File: config.mk
export PLATFORM = sky130hd
export DESIGN_NAME = integer_to_ascii_radix_unit_flat
export DESIGN_NICKNAME = d
export VERILOG_FILES = /design/src/design/itoa_pkg.sv /design/src/design/itoa_if.sv /design/src/design/integer_to_ascii_radix_unit.sv /design/src/flat_wrapper.sv
export SDC_FILE = /design/constraint.sdc
export NUM_CORES = 1
export LEC_CHECK = 0
export BUFFER_PORTS_ARGS = -buffer_cell sky130_fd_sc_hd__buf_2
export CORE_AREA = 2 2 138 140
export CTS_CLUSTER_DIAMETER = 30
export CTS_CLUSTER_SIZE = 16
export DETAILED_ROUTE_END_ITERATION = 6
export DIE_AREA = 0 0 140 142
export GPL_ROUTABILITY_DRIVEN = 0
export SYNTH_ARGS = -nofsm -noshare
export SYNTH_HDL_FRONTEND = slang
export SYNTH_SLANG_ARGS = --single-unit
export TNS_END_PERCENT = 20
File: constraint.sdc
create_clock -name clk_i -period 4 [get_ports clk_i]
set_input_delay 0.2 -clock clk_i [delete_from_list [all_inputs] [get_ports clk_i]]
set_output_delay 0.2 -clock clk_i [all_outputs]
set_load 0.01 [all_outputs]
File: src/design/itoa_pkg.sv
// Shared types, constants and helper functions for the integer to ASCII converter.
// No dependencies; compiled first.
package itoa_pkg;

  // field widths
  localparam int unsigned VALUE_WIDTH = 32;
  localparam int unsigned CHAR_WIDTH  = 8;

  // decimal digits needed for the largest magnitude 2^(w-1)
  function automatic int unsigned dec_digits(input int unsigned w);
    logic [63:0] p;
    int unsigned n;
    p = 64'd1 << (w - 1);
    n = 0;
    while (p != 64'd0) begin
      p = p / 64'd10;
      n++;
    end
    return n;
  endfunction

  // digit counts per base
  localparam int unsigned DEC_DIGITS = dec_digits(VALUE_WIDTH);
  localparam int unsigned OCT_DIGITS = (VALUE_WIDTH + 2) / 3;
  localparam int unsigned HEX_DIGITS = (VALUE_WIDTH + 3) / 4;

  // digit shift register holds the bcd digits or the power-of-two digits
  localparam int unsigned SR_WIDTH  = 4 * DEC_DIGITS;
  localparam int unsigned BIN_SHIFT = SR_WIDTH - VALUE_WIDTH;
  localparam int unsigned OCT_SHIFT = SR_WIDTH - 3 * OCT_DIGITS;
  localparam int unsigned HEX_SHIFT = SR_WIDTH - 4 * HEX_DIGITS;
  localparam int unsigned CNT_WIDTH = $clog2(VALUE_WIDTH + 1);

  typedef logic [VALUE_WIDTH-1:0] value_t;
  typedef logic [SR_WIDTH-1:0]    sr_t;
  typedef logic [CNT_WIDTH-1:0]   cnt_t;
  typedef logic [CHAR_WIDTH-1:0]  char_t;
  typedef logic [3:0]             digit_t;

  typedef enum logic [1:0] {
    RADIX_BIN = 2'd0,
    RADIX_OCT = 2'd1,
    RADIX_DEC = 2'd2,
    RADIX_HEX = 2'd3
  } radix_e;

  typedef enum logic [1:0] {
    ST_IDLE,
    ST_DABBLE,
    ST_SKIP,
    ST_EMIT
  } state_e;

  // ascii codes
  localparam char_t CHAR_MINUS   = 8'h2d;
  localparam char_t CHAR_ZERO    = 8'h30;
  localparam char_t CHAR_LOWER_A = 8'h61;

  // digit value to ascii, lower case hex
  function automatic char_t digit_char(input digit_t d);
    if (d < 4'd10) begin
      return CHAR_ZERO + {4'b0, d};
    end else begin
      return CHAR_LOWER_A + {4'b0, d} - 8'd10;
    end
  endfunction

  // add 3 to every bcd digit of 5 or more, ahead of the next shift
  function automatic sr_t dabble_adjust(input sr_t s);
    sr_t    r;
    digit_t dig;
    r = s;
    for (int i = 0; i < DEC_DIGITS; i++) begin
      dig = s[4*i +: 4];
      if (dig >= 4'd5) begin
        r[4*i +: 4] = dig + 4'd3;
      end
    end
    return r;
  endfunction

endpackage

File: src/design/itoa_if.sv
// Valid/ready channel interfaces for the converter's input and output.
// Depends on itoa_pkg.
interface itoa_in_if;
  logic                                       valid;
  logic                                       ready;
  logic signed [itoa_pkg::VALUE_WIDTH-1:0]    value;
  logic        [1:0]                          radix_code;

  modport source (output valid, output value, output radix_code, input ready);
  modport sink   (input valid, input value, input radix_code, output ready);
endinterface

interface itoa_out_if;
  logic                 valid;
  logic                 ready;
  itoa_pkg::char_t      char_code;
  logic                 last;

  modport source (output valid, output char_code, output last, input ready);
  modport sink   (input valid, input char_code, input last, output ready);
endinterface

File: src/design/integer_to_ascii_radix_unit.sv
// Integer to ASCII converter top level: digit shift register, bit-serial
// binary to bcd stage and output register. Depends on itoa_pkg and itoa_if.
//
// Converts a 32-bit signed integer to its text in base 2, 8, 10 or 16, one
// character per output transaction, most significant digit first, with last
// set on the final character. Hex digits are lower case; base 10 prints a
// leading minus for negative values, other bases print the two's complement
// pattern. One number is converted at a time. Leading zeros are dropped one
// digit per cycle before the digits leave one per cycle while the output
// register is free. Base 10 first runs a double-dabble pass that takes one
// input bit per cycle. A new number is accepted while the last character of
// the previous one still waits in the output register. Output backpressure
// stalls the emission of characters.
module integer_to_ascii_radix_unit (
  input  logic              clk_i,
  input  logic              rst_ni,
  itoa_in_if.sink           in_i,
  itoa_out_if.source        out_o
);

  itoa_pkg::state_e  state_q, state_d;
  itoa_pkg::radix_e  radix_q, radix_d;
  itoa_pkg::sr_t     sr_q, sr_d;
  itoa_pkg::value_t  bin_q, bin_d;
  itoa_pkg::cnt_t    cnt_q, cnt_d;
  logic              sign_q, sign_d;
  logic              out_valid_q, out_valid_d;
  itoa_pkg::char_t   out_char_q, out_char_d;
  logic              out_last_q, out_last_d;

  itoa_pkg::value_t  val_u;
  itoa_pkg::value_t  mag;
  itoa_pkg::sr_t     val_ext;
  itoa_pkg::sr_t     sr_adj;
  itoa_pkg::sr_t     sr_shift;
  itoa_pkg::digit_t  digit;
  logic              out_free;

  assign val_u    = in_i.value;
  assign mag      = val_u[itoa_pkg::VALUE_WIDTH-1] ? (~val_u + 1'b1) : val_u;
  assign val_ext  = {{(itoa_pkg::SR_WIDTH - itoa_pkg::VALUE_WIDTH){1'b0}}, val_u};
  assign sr_adj   = itoa_pkg::dabble_adjust(sr_q);
  assign out_free = !out_valid_q || out_o.ready;

  // top digit of the shift register and the register after it leaves
  always_comb begin
    case (radix_q)
      itoa_pkg::RADIX_BIN: begin
        digit    = {3'b0, sr_q[itoa_pkg::SR_WIDTH-1]};
        sr_shift = sr_q << 1;
      end
      itoa_pkg::RADIX_OCT: begin
        digit    = {1'b0, sr_q[itoa_pkg::SR_WIDTH-1 -: 3]};
        sr_shift = sr_q << 3;
      end
      default: begin
        digit    = sr_q[itoa_pkg::SR_WIDTH-1 -: 4];
        sr_shift = sr_q << 4;
      end
    endcase
  end

  // next state and datapath control
  always_comb begin
    state_d     = state_q;
    radix_d     = radix_q;
    sr_d        = sr_q;
    bin_d       = bin_q;
    cnt_d       = cnt_q;
    sign_d      = sign_q;
    out_valid_d = out_valid_q && !out_o.ready;
    out_char_d  = out_char_q;
    out_last_d  = out_last_q;
    in_i.ready  = 1'b0;

    case (state_q)
      itoa_pkg::ST_IDLE: begin
        in_i.ready = 1'b1;
        if (in_i.valid) begin
          radix_d = itoa_pkg::radix_e'(in_i.radix_code);
          sign_d  = 1'b0;
          case (itoa_pkg::radix_e'(in_i.radix_code))
            itoa_pkg::RADIX_DEC: begin
              sign_d  = val_u[itoa_pkg::VALUE_WIDTH-1];
              bin_d   = mag;
              sr_d    = '0;
              cnt_d   = itoa_pkg::cnt_t'(itoa_pkg::VALUE_WIDTH);
              state_d = itoa_pkg::ST_DABBLE;
            end
            itoa_pkg::RADIX_BIN: begin
              sr_d    = val_ext << itoa_pkg::BIN_SHIFT;
              cnt_d   = itoa_pkg::cnt_t'(itoa_pkg::VALUE_WIDTH);
              state_d = itoa_pkg::ST_SKIP;
            end
            itoa_pkg::RADIX_OCT: begin
              sr_d    = val_ext << itoa_pkg::OCT_SHIFT;
              cnt_d   = itoa_pkg::cnt_t'(itoa_pkg::OCT_DIGITS);
              state_d = itoa_pkg::ST_SKIP;
            end
            default: begin
              sr_d    = val_ext << itoa_pkg::HEX_SHIFT;
              cnt_d   = itoa_pkg::cnt_t'(itoa_pkg::HEX_DIGITS);
              state_d = itoa_pkg::ST_SKIP;
            end
          endcase
        end
      end

      // double dabble: one magnitude bit into the bcd digits per cycle
      itoa_pkg::ST_DABBLE: begin
        sr_d  = {sr_adj[itoa_pkg::SR_WIDTH-2:0], bin_q[itoa_pkg::VALUE_WIDTH-1]};
        bin_d = bin_q << 1;
        if (cnt_q == itoa_pkg::cnt_t'(1)) begin
          cnt_d   = itoa_pkg::cnt_t'(itoa_pkg::DEC_DIGITS);
          state_d = itoa_pkg::ST_SKIP;
        end else begin
          cnt_d = cnt_q - 1'b1;
        end
      end

      // drop leading zeros, keep the final digit so zero prints as one '0'
      itoa_pkg::ST_SKIP: begin
        if (digit == 4'd0 && cnt_q != itoa_pkg::cnt_t'(1)) begin
          sr_d  = sr_shift;
          cnt_d = cnt_q - 1'b1;
        end else begin
          state_d = itoa_pkg::ST_EMIT;
        end
      end

      // one character per cycle into the output register while it is free
      itoa_pkg::ST_EMIT: begin
        if (out_free) begin
          out_valid_d = 1'b1;
          if (sign_q) begin
            out_char_d = itoa_pkg::CHAR_MINUS;
            out_last_d = 1'b0;
            sign_d     = 1'b0;
          end else begin
            out_char_d = itoa_pkg::digit_char(digit);
            out_last_d = (cnt_q == itoa_pkg::cnt_t'(1));
            sr_d       = sr_shift;
            cnt_d      = cnt_q - 1'b1;
            if (cnt_q == itoa_pkg::cnt_t'(1)) begin
              state_d = itoa_pkg::ST_IDLE;
            end
          end
        end
      end

      default: begin
        state_d = itoa_pkg::ST_IDLE;
      end
    endcase
  end

  // control registers
  always_ff @(posedge clk_i or negedge rst_ni) begin
    if (!rst_ni) begin
      state_q     <= itoa_pkg::ST_IDLE;
      out_valid_q <= 1'b0;
      sign_q      <= 1'b0;
      cnt_q       <= '0;
    end else begin
      state_q     <= state_d;
      out_valid_q <= out_valid_d;
      sign_q      <= sign_d;
      cnt_q       <= cnt_d;
    end
  end

  // payload registers
  always_ff @(posedge clk_i) begin
    radix_q    <= radix_d;
    sr_q       <= sr_d;
    bin_q      <= bin_d;
    out_char_q <= out_char_d;
    out_last_q <= out_last_d;
  end

  // output channel
  assign out_o.valid     = out_valid_q;
  assign out_o.char_code = out_char_q;
  assign out_o.last      = out_last_q;

endmodule

File: src/flat_wrapper.sv
// flat-port wrapper written by rule: the top's interface ports become plain ports
module integer_to_ascii_radix_unit_flat 
  (clk_i, rst_ni, in_i_valid, in_i_value, in_i_radix_code, in_i_ready, out_o_valid, out_o_char_code, out_o_last, out_o_ready);
  itoa_in_if in_i_i ();
  itoa_out_if out_o_i ();
  input  logic clk_i;
  input  logic rst_ni;
  input wire logic [$bits(in_i_i.valid)-1:0] in_i_valid;
  input wire logic [$bits(in_i_i.value)-1:0] in_i_value;
  input wire logic [$bits(in_i_i.radix_code)-1:0] in_i_radix_code;
  output wire logic [$bits(in_i_i.ready)-1:0] in_i_ready;
  output wire logic [$bits(out_o_i.valid)-1:0] out_o_valid;
  output wire logic [$bits(out_o_i.char_code)-1:0] out_o_char_code;
  output wire logic [$bits(out_o_i.last)-1:0] out_o_last;
  input wire logic [$bits(out_o_i.ready)-1:0] out_o_ready;
  assign in_i_i.valid = in_i_valid;
  assign in_i_i.value = in_i_value;
  assign in_i_i.radix_code = in_i_radix_code;
  assign in_i_ready = in_i_i.ready;
  assign out_o_valid = out_o_i.valid;
  assign out_o_char_code = out_o_i.char_code;
  assign out_o_last = out_o_i.last;
  assign out_o_i.ready = out_o_ready;
  integer_to_ascii_radix_unit u_core (.clk_i(clk_i), .rst_ni(rst_ni), .in_i(in_i_i), .out_o(out_o_i));
endmodule
==> summary.md <==
| Metric | Value |
|---|---|
| Most frequent cells after synthesis | o21ai_0 (100), nand2_1 (97), edfxtp_1 (82) |
| Finished Layout Cells | slightly above 1000 |
| DIE WIDTH | ~140 um |
| Largest net degree at the start of global routing | 74 |
| Cell type with the largest total area after synthesis | edfxtp_1 |
| # resized after CTS | 0 |
| Tightest Pin Transition | between 1000 and 1500 ps |
| Pwr dens | 770 mW/mm2 |
| PnR worst setup slack | around 1100 ps |
| Initial antenna violation count | 0 |
| Initial drt markers | ~520 |
| Number of port buffers | 47 |
| Worst reg2reg path depth | 9 |
| Status | finished with violations |
| Setup Skew | roughly 12 ps |
| Starting density of the core | 0.374 |
| Synth Area in Adders | 0.0598 |
| CP most frequent cell | buf_4 |
| Fin crit period | 2910 ps |
| Max Freq | ~340 MHz |
| FILL cells | roughly 1800 |
| Leak pwr | between 2 and 3 nW |
| Ant diodes | 0 |
| Avg Cell Area, Syn | 9.04 um2 |
| Max-cap viol count | 0 |
| Final setup viols | 0 |
| Worst skew pair latency | ~350 ps |
| Initial DRT Pass Iterations | 7 |
| Top-count cell post-synth | o21ai_0 |
| Synth cell types | slightly below 60 |
| Wirelength, routed | about 17000 um |
| Failing checks | design-rule violations |
| Top-area cell type share of the netlist area | 0.357 |
| Endpoints failing hold | 0 |
| Area Overhead vs Synth | 10.1% |
| Unrepaired setup endpoints after global routing | no |
| Share of layout cells above drive strength 1 | 0.115 |
| TritonCTS Buffers | 9 |
| Critical Path RT | between 3000 and 4000 ps |
| YS warnings | 0 |
| Slew Viols, Final | 0 |
| Clock slew at reported path FFs | ~70 ps |
| Detail Route Antenna Nets | 0 |
| # rows | 50 |
| Post-synthesis register bit count | between 90 and 100 |
| Simple-gate share of the synthesized area | 0.158 |
| DRC Markers | 7 |
| Max-Slew Margin vs Limit | 0.292 |
| CTS tree | built |
| Clock tree buffer depth | 2 |
| Syn Inst Count | between 700 and 800 |
| Die H | around 140 um |
| VDD IR max | about 0.00033 V |
| Worst hold start | in_i_radix_code[0] |
| Xor and xnor area share after synthesis | 0.0495 |
| WP data arrival | around 2900 ps |
| H-tree depth | 3 |
| Clock sink count | 92 |
| Number of synthesized flops with an enable pin | 82 |
| Max FO, Critical Path | 40 |
| Vias per cell | between 5 and 6 |
| Largest family of logic cells by synthesized area | compound AO/OA/AOI/OAI gates |
| Setup_tns | 0 ps |
| HPWL Detailed | ~12000 um |
| Cell Chain, Critical Path | buf_4, mux2i_1, nor2_1, a21oi_1, ha_1, o21ai_0, a211o_1, inv_1, buf_4 |
| Total GRT Usage | 0.177 |
| Worst R2R Start | u_core.radix_q[0] |
| Startpoint class of the critical path | flip-flop |
| Hold path endpoint | u_core.radix_q[0] |
| Mapped Nets | around 840 |
| Final period util | 0.729 |
| Sequential cell area fraction in the yosys report | 0.393 |
| Drt wl/cell | ~17 um |
| Root Buffer | clkbuf_16 |
| Nets | 852 |
| Flop-to-flop setup slack | roughly 1100 ps |
| Worst flop-to-flop path endpoint | u_core.sr_q[33] |
| Asr flop ratio synth | 0.109 |
| Post-Place Cells | ~1000 |
| Synth top area cells | edfxtp_1 (36%), o21ai_0 (7.3%), mux2i_1 (6.1%), ha_1 (6.0%), nand2_1 (5.3%) |
| DIE AREA | 0.0199 mm2 |
| Dominant synthesized flop cell | edfxtp_1 |
| Worst hold path class | input pin to flip-flop |
| Io pins | a little under 50 |
| Core area | around 0.018 mm2 |
| GRT overflow | 0 |
| CP Capture Type | flip-flop |
| Compound-Gate Fraction of Synth Area | 0.216 |
| Via count of the first global-routing pass | 5473 |
| Hold depth | 1 |
| Mux contribution to synthesized area | 0.0723 |
| Global-route wire length before repair | between 20000 and 30000 um |
| # Post-CTS Setup Buffers | 0 |
| Mapped Area | around 0.0069 mm2 |
| DR vias | slightly below 6000 |
| Pre-CTS setup slack | approximately 1100 ps |
| Worst stage delay on the critical path | 480 ps |
| Critical path's slowest cell | buf_4 |
| CP Class | flip-flop to flip-flop |
## timing repair
| item | 4_1_cts | 5_1_grt |
|---|---|---|
| hold buffers | 1 | 0 |
| endpoints found under the hold margin | 10 | 0 |
| setup endpoints to repair | 0 | 0 |
## worst max-delay path: cells and delay by family, from the launching register on
family          cells  cell delay [ps]
flops               1              340
buf+inv             3              870
fa+ha+maj           1              230
mux                 1              220
compound gates      3              810
simple gates        1               50
## cell families (layout without fill, tap and decap cells)
family	count (synthesis)	after routing
xor gates and xnor gates	39	39
other	2	2
DFF	92	92
AOI/OAI and AO/OA	231	231
buffers and inverters	87	108
muxes	49	49
and+or+nand+nor	231	231
adders and majority gates	33	33
## power breakdown
| part | internal (mW) | switching, mW | leakage, nW |
|---|---|---|---|
| logic | 1.13 | 1.70 | 1.86 |
| registers | 1.69 | 0.453 | 0.933 |
| clock network | 0.485 | 0.391 | 0.135 |
## cell type report
class	instances	area (um2)	area share
multi-input cells	585	3850	0.506
flip-flops and latches	92	2710	0.357
repair buffers	59	328	0.0431
well taps	234	293	0.0385
clock buffers	10	229	0.0301
inverters	34	128	0.0168
clock inverters	5	62.6	0.00823
## per-layer routing
layer | track usage | wire [um] | vias up
met5 | 0 | 0 | -
met1 | 0.244 | 8490 | 2805
met3 | 0.0299 | 759 | 12
met2 | 0.290 | 8020 | 129
li1 | - | - | 2860
met4 | 0.0484 | 179 | 0
## layout by cell type, fill, tap and decap left out, drive strengths merged, types with 3 or more instances in the layout
cell and n:
a21oi 43, a221o 3, a221oi 14, a222oi 21, a22oi 3, and2 4, and3 3, buf 58
clkbuf 10, dfrtp 10, edfxtp 82, ha 33, inv 35, mux2 7, mux2i 42, nand2 97
nand2b 16, nand3 7, nand4b 3, nor2 55, nor2b 4, nor3 9, nor3b 10, nor4 4
o21ai 101, o22ai 8, o31ai 8, o41ai 11, or2 4, or3 6, or4 6, xnor2 19
xor2 20
## flip-flops by register name, indices dropped and copies added (netlist names)
| signal | cells |
|---|---|
| u_core.cnt_q | 6 |
| u_core.out_o.last | 1 |
| u_core.out_o.char_code | 7 |
| u_core.state_q | 2 |
| u_core.sign_q | 1 |
| u_core.bin_q | 32 |
| u_core.sr_q | 40 |
| u_core.out_o.valid | 1 |
| u_core.radix_q | 2 |
## how the worst max path moves through the flow
| stage | from | end | cells past startpoint |
|---|---|---|---|
| finish | u_core.radix_q[0] | u_core.sr_q[33] | 9 |
| global route | u_core.radix_q[0] | u_core.sr_q[33] | 9 |
| CTS | u_core.radix_q[0] | u_core.sr_q[33] | 9 |
| detailed placement | u_core.radix_q[0] | u_core.sr_q[30] | 9 |
| global placement | u_core.radix_q[0] | u_core.sr_q[26] | 9 |
| floorplan | u_core.radix_q[0] | u_core.sr_q[0] | 10 |
## per-stage QoR
step           cell area, um2   util  hold slack, ps  power [mW]
2_1_floorplan            6900      -           -95.6        4.22
3_3_place_gp             7300  0.396            79.8        4.96
3_5_place_dp             7300  0.396            80.7        4.98
4_1_cts                  7600  0.412            84.4        5.88
5_1_grt                  7600  0.412            93.7        6.39
6_report                 7600  0.412            97.2        5.86
No activity file was read; power rests on OpenSTA's default activity.
